===== config.mk =====
export PLATFORM = sky130hd
export DESIGN_NAME = dmx512_frame_receiver
export DESIGN_NICKNAME = d
export VERILOG_FILES = /design/src/rtl/core/dmxfr_pkg.sv /design/src/rtl/core/dmxfr_frame_store.sv /design/src/rtl/core/dmxfr_rx_tracker.sv /design/src/rtl/core/dmxfr_readout.sv /design/src/rtl/core/dmx512_frame_receiver.sv
export SDC_FILE = /design/constraint.sdc
export NUM_CORES = 1
export LEC_CHECK = 0
export ABC_CLOCK_PERIOD_IN_PS = 2600
export BUFFER_PORTS_ARGS = -buffer_cell sky130_fd_sc_hd__buf_2
export CAP_MARGIN = 20
export CORE_UTILIZATION = 50
export DETAILED_ROUTE_END_ITERATION = 10
export PLACE_DENSITY = 0.7
export SYNTH_ARGS = -nofsm -noshare
export SYNTH_HDL_FRONTEND = slang
export SYNTH_SLANG_ARGS = --single-unit

===== constraint.sdc =====
create_clock -name clk -period 2.6 [get_ports clk]
set_input_delay 0.13 -clock clk [delete_from_list [all_inputs] [get_ports clk]]
set_output_delay 0.13 -clock clk [all_outputs]
set_load 0.02 [all_outputs]

===== src/rtl/core/dmxfr_pkg.sv =====
package dmxfr_pkg;

  localparam int CHANNELS  = 8;
  localparam int FRAME_LEN = 2 * CHANNELS;
  localparam int CH_W      = 3;
  localparam int ADDR_W    = 9;
  localparam int OFS_W     = 11;
  localparam int BYTE_W    = 8;
  localparam int VAL_W     = 16;

  localparam logic [1:0] MODE_IDLE  = 2'd0;
  localparam logic [1:0] MODE_FRAME = 2'd1;
  localparam logic [1:0] MODE_BREAK = 2'd2;

  typedef struct packed {
    logic [BYTE_W-1:0] data_byte;
    logic              framing_error;
  } in_item_t;

  typedef struct packed {
    logic [CH_W-1:0]  channel_index;
    logic [VAL_W-1:0] channel_value;
    logic             last_channel;
  } out_item_t;

  typedef struct packed {
    logic              en;
    logic [CH_W-1:0]   row;
    logic              high;
    logic [BYTE_W-1:0] data;
  } wr_cmd_t;

  typedef struct packed {
    logic            en;
    logic [CH_W-1:0] row;
  } rd_cmd_t;

endpackage


===== src/rtl/core/dmxfr_frame_store.sv =====
module dmxfr_frame_store (
  input  logic                      clk,
  input  dmxfr_pkg::wr_cmd_t        wr,
  input  dmxfr_pkg::rd_cmd_t        rd,
  output logic [dmxfr_pkg::VAL_W-1:0] rd_data
);
  import dmxfr_pkg::*;

  logic [BYTE_W-1:0] lo_mem [CHANNELS];
  logic [BYTE_W-1:0] hi_mem [CHANNELS];
  logic [VAL_W-1:0]  rd_data_r;

  always_ff @(posedge clk) begin
    if (wr.en && !wr.high) begin
      lo_mem[wr.row] <= wr.data;
    end
    if (wr.en && wr.high) begin
      hi_mem[wr.row] <= wr.data;
    end
    if (rd.en) begin
      rd_data_r <= {hi_mem[rd.row], lo_mem[rd.row]};
    end
  end

  assign rd_data = rd_data_r;

endmodule


===== src/rtl/core/dmxfr_rx_tracker.sv =====
module dmxfr_rx_tracker (
  input  logic                         clk,
  input  logic                         rst_n,
  input  logic                         in_accept,
  input  dmxfr_pkg::in_item_t          in_item,
  input  logic [dmxfr_pkg::ADDR_W-1:0] start_address,
  output dmxfr_pkg::wr_cmd_t           wr,
  output logic                         frame_done
);
  import dmxfr_pkg::*;

  logic [1:0]       mode_r, mode_nxt;
  logic [OFS_W-1:0] ofs_r, ofs_nxt;
  logic             in_range;

  assign in_range = !ofs_r[OFS_W-1] && (ofs_r < OFS_W'(FRAME_LEN));

  always_comb begin
    mode_nxt   = mode_r;
    ofs_nxt    = ofs_r;
    frame_done = 1'b0;
    wr.en      = 1'b0;
    wr.row     = ofs_r[CH_W:1];
    wr.high    = ofs_r[0];
    wr.data    = in_item.data_byte;
    if (in_accept) begin
      if (in_item.framing_error) begin
        mode_nxt = MODE_BREAK;
      end else begin
        case (mode_r)
          MODE_BREAK: begin
            mode_nxt = (in_item.data_byte != '0) ? MODE_IDLE : MODE_FRAME;
            ofs_nxt  = OFS_W'(0) - {{(OFS_W-ADDR_W){1'b0}}, start_address};
          end
          MODE_FRAME: begin
            wr.en   = in_range;
            ofs_nxt = ofs_r + OFS_W'(1);
            if (ofs_r == OFS_W'(FRAME_LEN - 1)) begin
              mode_nxt   = MODE_IDLE;
              frame_done = 1'b1;
            end
          end
          default: begin
            mode_nxt = mode_r;
          end
        endcase
      end
    end
  end

  always_ff @(posedge clk) begin
    if (!rst_n) begin
      mode_r <= MODE_IDLE;
      ofs_r  <= '0;
    end else begin
      mode_r <= mode_nxt;
      ofs_r  <= ofs_nxt;
    end
  end

endmodule


===== src/rtl/core/dmxfr_readout.sv =====
module dmxfr_readout (
  input  logic                        clk,
  input  logic                        rst_n,
  input  logic                        start,
  input  logic [dmxfr_pkg::VAL_W-1:0] rd_data,
  input  logic                        out_stall,
  output dmxfr_pkg::rd_cmd_t          rd,
  output logic                        busy,
  output logic                        out_valid,
  output dmxfr_pkg::out_item_t        out_item
);
  import dmxfr_pkg::*;

  localparam logic [1:0] RO_IDLE = 2'd0;
  localparam logic [1:0] RO_READ = 2'd1;
  localparam logic [1:0] RO_LOAD = 2'd2;

  logic [1:0]      state_r, state_nxt;
  logic [CH_W-1:0] ch_r, ch_nxt;
  logic            out_valid_r, out_valid_nxt;
  out_item_t       out_item_r, out_item_nxt;
  logic            is_last;

  assign is_last = (ch_r == CH_W'(CHANNELS - 1));

  always_comb begin
    state_nxt     = state_r;
    ch_nxt        = ch_r;
    out_valid_nxt = out_valid_r;
    out_item_nxt  = out_item_r;
    rd.en         = 1'b0;
    rd.row        = ch_r;
    if (out_valid_r && !out_stall) begin
      out_valid_nxt = 1'b0;
    end
    case (state_r)
      RO_IDLE: begin
        if (start) begin
          state_nxt = RO_READ;
          ch_nxt    = '0;
        end
      end
      RO_READ: begin
        rd.en     = 1'b1;
        state_nxt = RO_LOAD;
      end
      RO_LOAD: begin
        if (!out_valid_r || !out_stall) begin
          out_valid_nxt               = 1'b1;
          out_item_nxt.channel_index  = ch_r;
          out_item_nxt.channel_value  = rd_data;
          out_item_nxt.last_channel   = is_last;
          if (is_last) begin
            state_nxt = RO_IDLE;
            ch_nxt    = '0;
          end else begin
            state_nxt = RO_READ;
            ch_nxt    = ch_r + CH_W'(1);
          end
        end
      end
      default: begin
        state_nxt = RO_IDLE;
      end
    endcase
  end

  always_ff @(posedge clk) begin
    if (!rst_n) begin
      state_r     <= RO_IDLE;
      ch_r        <= '0;
      out_valid_r <= 1'b0;
    end else begin
      state_r     <= state_nxt;
      ch_r        <= ch_nxt;
      out_valid_r <= out_valid_nxt;
    end
  end

  always_ff @(posedge clk) begin
    out_item_r <= out_item_nxt;
  end

  assign busy      = (state_r != RO_IDLE);
  assign out_valid = out_valid_r;
  assign out_item  = out_item_r;

endmodule


===== src/rtl/core/dmx512_frame_receiver.sv =====
// Channel  Handshake          Payload
// in_      in_valid/in_stall  in_data: data_byte, framing_error
// out_     out_valid/out_stall out_data: channel_index, channel_value, last_channel
// cfg_     cfg_valid/cfg_ready cfg_data: start_address
//
// A received byte is taken whenever in_valid is high and in_stall is low. The
// byte that completes a frame starts a readout of the two-byte-wide frame
// store: a memory read and an output load alternate for each of the CHANNELS
// results, out_stall can hold the output register, and input is stalled
// meanwhile. Synchronous reset clears the mode, slot offset, start address
// and output valid; the frame store is not cleared.
module dmx512_frame_receiver (
  input  logic                         clk,
  input  logic                         rst_n,
  input  logic                         in_valid,
  output logic                         in_stall,
  input  dmxfr_pkg::in_item_t          in_data,
  output logic                         out_valid,
  input  logic                         out_stall,
  output dmxfr_pkg::out_item_t         out_data,
  input  logic                         cfg_valid,
  output logic                         cfg_ready,
  input  logic [dmxfr_pkg::ADDR_W-1:0] cfg_data
);
  import dmxfr_pkg::*;

  logic [ADDR_W-1:0] start_address_r;
  logic              in_accept;
  logic              frame_done;
  logic              busy;
  wr_cmd_t           wr;
  rd_cmd_t           rd;
  logic [VAL_W-1:0]  rd_data;

  assign cfg_ready = 1'b1;
  assign in_stall  = busy;
  assign in_accept = in_valid && !in_stall;

  always_ff @(posedge clk) begin
    if (!rst_n) begin
      start_address_r <= '0;
    end else if (cfg_valid && cfg_ready) begin
      start_address_r <= cfg_data;
    end
  end

  dmxfr_rx_tracker u_rx (
    .clk           (clk),
    .rst_n         (rst_n),
    .in_accept     (in_accept),
    .in_item       (in_data),
    .start_address (start_address_r),
    .wr            (wr),
    .frame_done    (frame_done)
  );

  dmxfr_frame_store u_store (
    .clk     (clk),
    .wr      (wr),
    .rd      (rd),
    .rd_data (rd_data)
  );

  dmxfr_readout u_readout (
    .clk       (clk),
    .rst_n     (rst_n),
    .start     (frame_done),
    .rd_data   (rd_data),
    .out_stall (out_stall),
    .rd        (rd),
    .busy      (busy),
    .out_valid (out_valid),
    .out_item  (out_data)
  );

  a_done_stalls: assert property (@(posedge clk) disable iff (!rst_n)
    frame_done |=> in_stall)
    else $error("input not stalled after frame completion");

  a_stall_from_done: assert property (@(posedge clk) disable iff (!rst_n)
    $rose(in_stall) |-> $past(frame_done))
    else $error("readout started without a completed frame");

  a_no_write_in_readout: assert property (@(posedge clk) disable iff (!rst_n)
    rd.en |-> !wr.en)
    else $error("frame store written during readout");

endmodule


## Word level (Yosys, flattened, before mapping)

Memory sizes are Yosys's and may differ from the RTL's. A register that Yosys moved wholly into a read port is not among the register bits.
Index checks and enable logic that the tools add are counted.

- Memories: 2
- Output and inout port bits: 23
- RAM bits: 128
- Bits of input ports: 23
- Register bits after elaboration: 48

- Reductions and logical operators: 22
- Equal/unequal tests: 9
- $add $sub $neg: 3
- Magnitude comparators: 1
- Multiplexer cells: 28
- Bitwise gates (word level): 1

Memories:

| memory | depth | width | rd ports | clocked after memory_dff | wr ports | line | text |
|---|---|---|---|---|---|---|---|
| u_store.hi_mem | 8 | 8 | 1 | 1 | 1 | dmxfr_frame_store.sv:10 | `logic [BYTE_W-1:0] hi_mem [CHANNELS];` |
| u_store.lo_mem | 8 | 8 | 1 | 1 | 1 | dmxfr_frame_store.sv:9 | `logic [BYTE_W-1:0] lo_mem [CHANNELS];` |

Operators with widths:

| operator | number |
|---|---|
| one-hot mux 11 bit (2 select lines) | 1 |
| two-way mux 1 bit | 17 |
| adder 11 x 1 -> 11 bit (second input constant) | 1 |
| == test 11 x 4 -> 1 bit (second input constant) | 1 |
| < comparator 11 x 5 -> 1 bit (second input constant) | 1 |
| subtractor 1 x 9 -> 10 bit (first input constant) | 1 |
| two-way mux 3 bit | 3 |
| AND reduction 3 bit | 3 |
| two-way mux 2 bit | 4 |
| nonzero test 8 bit | 1 |
| one-hot mux 2 bit (3 select lines) | 1 |
| one-hot mux 3 bit (2 select lines) | 1 |
| nonzero test 2 bit | 3 |
| logical AND 1 bit | 5 |
| logical NOT 1 bit | 5 |
| == test 2 x 1 -> 1 bit (second input constant) | 2 |
| == test 2 bit (second input constant) | 2 |
| one-hot mux 2 bit (2 select lines) | 1 |
| AND reduction 2 bit | 2 |
| adder 3 x 1 -> 3 bit (second input constant) | 1 |
| == test 3 bit (second input constant) | 1 |
| inequality test 3 x 2 -> 1 bit (second input constant) | 1 |
| nonzero test 3 bit | 1 |
| logical NOT 2 bit | 1 |
| other kinds (4) | 4 |

## Longest topological paths before layout

- Depth in word-level cells: 8
- Mapped depth: 8

## Hierarchy

Synthesis repeated with hierarchy kept, for this count alone.

- Cell total of the unflattened synthesis: 447
- Area, all modules: 7,843.8 um^2

Modules (own cells, without submodules):

| module | area an instance (um^2) | times used | cells each |
|---|---|---|---|
| dmxfr_frame_store | 5,505.3 | 1 | 224 |
| dmxfr_rx_tracker | 1,077.3 | 1 | 139 |
| dmxfr_readout | 905.9 | 1 | 53 |
| dmx512_frame_receiver | 355.3 | 1 | 31 |

## Worst setup path after synthesis

OpenSTA, ideal clock, no wires.

- Path kind: flip-flop to flip-flop
- Start point: register u_rx.mode_r[1]
- End point: memory u_store.lo_mem[1][0], enable pin
- Stages on the path, launching flop included: 8
- Slack: -107 ps
- Arrival time: 2,324 ps
- Period minus slack after synthesis: 2,707 ps
- Buffers on the path: 1
- Library setup time: 383 ps
- Cell sequence: dfxtp_1 -> inv_1 -> ha_1 -> buf_2 -> nor4b_1 -> nand3_1 -> or3b_2 -> nor3_1

- Longest elaborated chain between the ends: 7

RTL lines:

| what | line | text |
|---|---|---|
| from (decl) | dmxfr_rx_tracker.sv:12 | `logic [1:0] mode_r, mode_nxt;` |
| from (signal assigned) | dmxfr_rx_tracker.sv:56 | `mode_r <= mode_nxt;` |
| == test 2 x 1 -> 1 bit | dmxfr_rx_tracker.sv:30 | `case (mode_r)` |
| two-way mux 1 bit | dmxfr_rx_tracker.sv:30 |  |
| two-way mux 1 bit | dmxfr_rx_tracker.sv:27 | `if (in_item.framing_error) begin` |
| two-way mux 1 bit | dmxfr_rx_tracker.sv:26 | `if (in_accept) begin` |
| logical AND 1 bit | dmxfr_frame_store.sv:14 | `if (wr.en && !wr.high) begin` |
| two-way mux 1 bit | dmxfr_frame_store.sv:14 |  |
| two-way mux 1 bit (implied by the code) | dmxfr_frame_store.sv:15 | `lo_mem[wr.row] <= wr.data;` |
| to (decl) | dmxfr_frame_store.sv:9 |  |

Every way passes these cells.

## Final worst setup path

- Start point: register u_rx.mode_r[1]
- End point: memory u_store.lo_mem[1][3], enable pin

The elaborated chain is that of the path after synthesis.

==> impl_metrics.env <==
export IMPL_cts_resized=0
export IMPL_syn_cell_area_mm2=0.00762
export IMPL_internal_power_w=0.00499
export IMPL_dr_total_vias=4107
export IMPL_root_buffer="clkbuf_16"
export IMPL_multi_input_area_mm2=0.00202
export IMPL_setup_tns_ns=0
export IMPL_swShare_pct=19.1
export IMPL_clk_latency_ns=0.43
export IMPL_die_y_um=125
export IMPL_yosysTopAreaCellShare_pct=64.6
export IMPL_gp_congestion=0.814
export IMPL_antenna_cells=0
export IMPL_cts_sinks=192
export IMPL_fmax_mhz=426
export IMPL_grt_max_degree=37
export IMPL_crit_path_end_kind="flop"
export IMPL_seqPwrFrac_pct=54.5
export IMPL_coreArea_mm2=0.0147
export IMPL_synthCells=446
export IMPL_worstSetupPathType="flop to flop"
export IMPL_hpwlAfterDp_um=9270
export IMPL_setup_viol=0
export IMPL_p_leak_nw=2.91
export IMPL_grt_overflow=0
export IMPL_worst_pin_slew_ns=0.976
export IMPL_grt_pass1_wl_um=22700
export IMPL_ys_flop_type="edfxtp_1"
export IMPL_critPathLaunchType="flop"
export IMPL_postCtsHoldBufs=11
export IMPL_maxSlewHeadroom_pct=34.8
export IMPL_rows=44
export IMPL_critical_path_max_fanout=8
export IMPL_drc=4
export IMPL_ant_nets=0
export IMPL_hold_path_class="input port to flop"
export IMPL_path_clk_slew_ns=0.06
export IMPL_numCtsBuffers=17
export IMPL_design_area_mm2=0.00887
export IMPL_p_sw_w=0.00118
export IMPL_cts_tree="yes"
export IMPL_ff2ff_setup_slack_ns=0.25
export IMPL_ys_seq_area_share_pct=72.0
export IMPL_numPortBuffers=44
export IMPL_ys_types=52
export IMPL_p_per_area_mw_per_mm2=695
export IMPL_avgSynthCellArea_um2=17.1
export IMPL_violations="design-rule violations"
export IMPL_drt_iter0_drc=358
export IMPL_layout_common_cells="164 x edfxtp_1, 44 x buf_2, 32 x mux4_2, 27 x nor2_1, 27 x dfxtp_1"
export IMPL_status="finished, violations left"
export IMPL_start_util_pct=51.8
export IMPL_synth_seq_cells=192
export IMPL_wire_per_inst_um=20.2
export IMPL_timing_hold_ws_ns=0.0164
export IMPL_yosysTopAreaCell="edfxtp_1"
export IMPL_finalCritPeriodShare_pct=90.2
export IMPL_r2r_start="u_rx.mode_r[1]"
export IMPL_async_reset_ff_share_pct=0
export IMPL_grt_pass1_vias=4010
export IMPL_drive_gt1_share_pct=29.2
export IMPL_finalHoldViolCount=0
export IMPL_rsz0062_at_grt="no"
export IMPL_ir_drop_v=0.000524
export IMPL_cts_htree_levels=4
export IMPL_fillerInstances=1051
export IMPL_antenna_found_initial=0
export IMPL_final_nets=546
export IMPL_track_usage_pct=19.8
export IMPL_synth_warnings=0
export IMPL_finalWirelength_um=14400
export IMPL_final_setup_skew_ns=0.00826
export IMPL_first_pass_iters=8
export IMPL_die_area_mm2=0.0157
export IMPL_synth_nets=475
export IMPL_io_pins=46
export IMPL_hold_path_startpoint="in_data[0]"
export IMPL_hold_path_end="u_rx.mode_r[1]"
export IMPL_worstReg2RegEnd="u_store.lo_mem[1][3]"
export IMPL_arrival_ns=2.49
export IMPL_routed_via_density=5.78
export IMPL_comb_power_share_pct=2.6
export IMPL_synth_area_leaders="edfxtp_1 65%, mux4_2 9.5%, dfxtp_1 7.4%"
export IMPL_clkPwrFrac_pct=42.9
export IMPL_cts_buffer_depth=2
export IMPL_holdPathStages=3
export IMPL_area_delta_synth_final_pct=16.4
export IMPL_slew_violations=0
export IMPL_die_x_um=125
export IMPL_seqCellArea_mm2=0.00549
export IMPL_reg2regPathDepth=7
export IMPL_placed_cell_area_mm2=0.00817
export IMPL_cts_setup_buffers=0
export IMPL_cap_violations=0
export IMPL_synth_edff_count=164
export IMPL_crit_required_ns=2.74
export IMPL_min_period_ns=2.35
export IMPL_mostFrequentLayoutCell="edfxtp_1"
[layout make-up]
class	count	share of cell area (%)
flip-flops and latches	192	61.8
multi-input cells	221	22.7
repair buffers	78	5.81
clock buffers	18	4.84
well taps	184	2.60
clock inverters	11	1.88
inverters	7	0.296
[kinds of logic (layout without fill, tap and decap cells)]
logic type | Yosys count | after routing | synth area share [%]
simple gates | 105 | 105 | 7.27
flops | 192 | 192 | 72.0
compound gates | 44 | 44 | 3.97
mux | 62 | 62 | 13.7
other cells | 1 | 1 | 0.0492
fa+ha+maj | 6 | 6 | 0.985
buf+inv | 33 | 114 | 1.74
xor+xnor | 3 | 3 | 0.345
[per-stage QoR]
stage                     power, W  utilization [%]  worst slack, ns  instances
after floorplan            0.00351                -           0.0347        446
after global placement     0.00357             55.5            0.279        671
after detailed placement   0.00358             55.5            0.259        671
after CTS                  0.00620             60.4            0.234        711
after global routing       0.00636             60.4            0.105        711
final                      0.00617             60.4            0.255        711
[synthesized netlist by cell type, types with 3 or more instances]
cell type and number:
a21oi_1 11, a41oi_1 3, and3_1 3, buf_2 4, clkbuf_1 19, dfxtp_1 28, edfxtp_1 164, ha_1 6
inv_1 7, mux2_2 16, mux2i_1 14, mux4_2 32, nand2_1 18, nand2b_1 5, nand3_1 10, nor2_1 27
nor3_1 9, nor4_1 10, nor4b_1 4, o21ai_0 8, o31ai_1 4, or3_1 3, or4_1 3, xor2_1 3
[power by group through the flow]
stage,Clock (W),Sequential (W),Combinational (W)
global route,0.00281,0.00336,0.000181
CTS,0.00268,0.00336,0.000164
floorplan,0,0.00342,0.0000864
global placement,0,0.00343,0.000146
finish,0.00265,0.00336,0.000163
detailed placement,0,0.00343,0.000151
[critical path, cell delays in order (launching register included)]
cell and delay [ns]:
dfxtp_1 0.31, inv_1 0.07, ha_1 0.15, nor4b_1 0.32, nand3_1 0.27, or3b_2 0.60, nor3_2 0.14, buf_4 0.19
[how the worst max path moves through the flow]
stage / slack (ns) / from / end
floorplan: 0.03 / u_rx.mode_r[1] / u_store.lo_mem[0][0]
global route: 0.10 / u_rx.mode_r[1] / u_store.lo_mem[1][3]
detailed placement: 0.26 / u_rx.mode_r[1] / u_store.lo_mem[1][5]
CTS: 0.23 / u_rx.mode_r[1] / u_store.lo_mem[1][3]
finish: 0.25 / u_rx.mode_r[1] / u_store.lo_mem[1][3]
global placement: 0.28 / u_rx.mode_r[1] / u_store.lo_mem[5][4]
[sequential cells by signal (all words and copies together), names as in the netlist]
register	cells
start_address_r	9
u_store.lo_mem	64
u_readout.out_item	20
u_store.rd_data	16
u_rx.mode_r	2
u_readout.state_r	2
u_rx.ofs_r	11
u_readout.ch_r	3
u_store.hi_mem	64
u_readout.out_valid	1
[metal layers]
metal	track usage (%)	share of wire, %	vias to the layer above
met5	0	0	-
met4	9.40	2.7	0
met3	4.32	4.3	30
met2	30.9	48	131
met1	26.8	45	2035
li1	-	-	1911
Power figures use the tool's default switching activity.
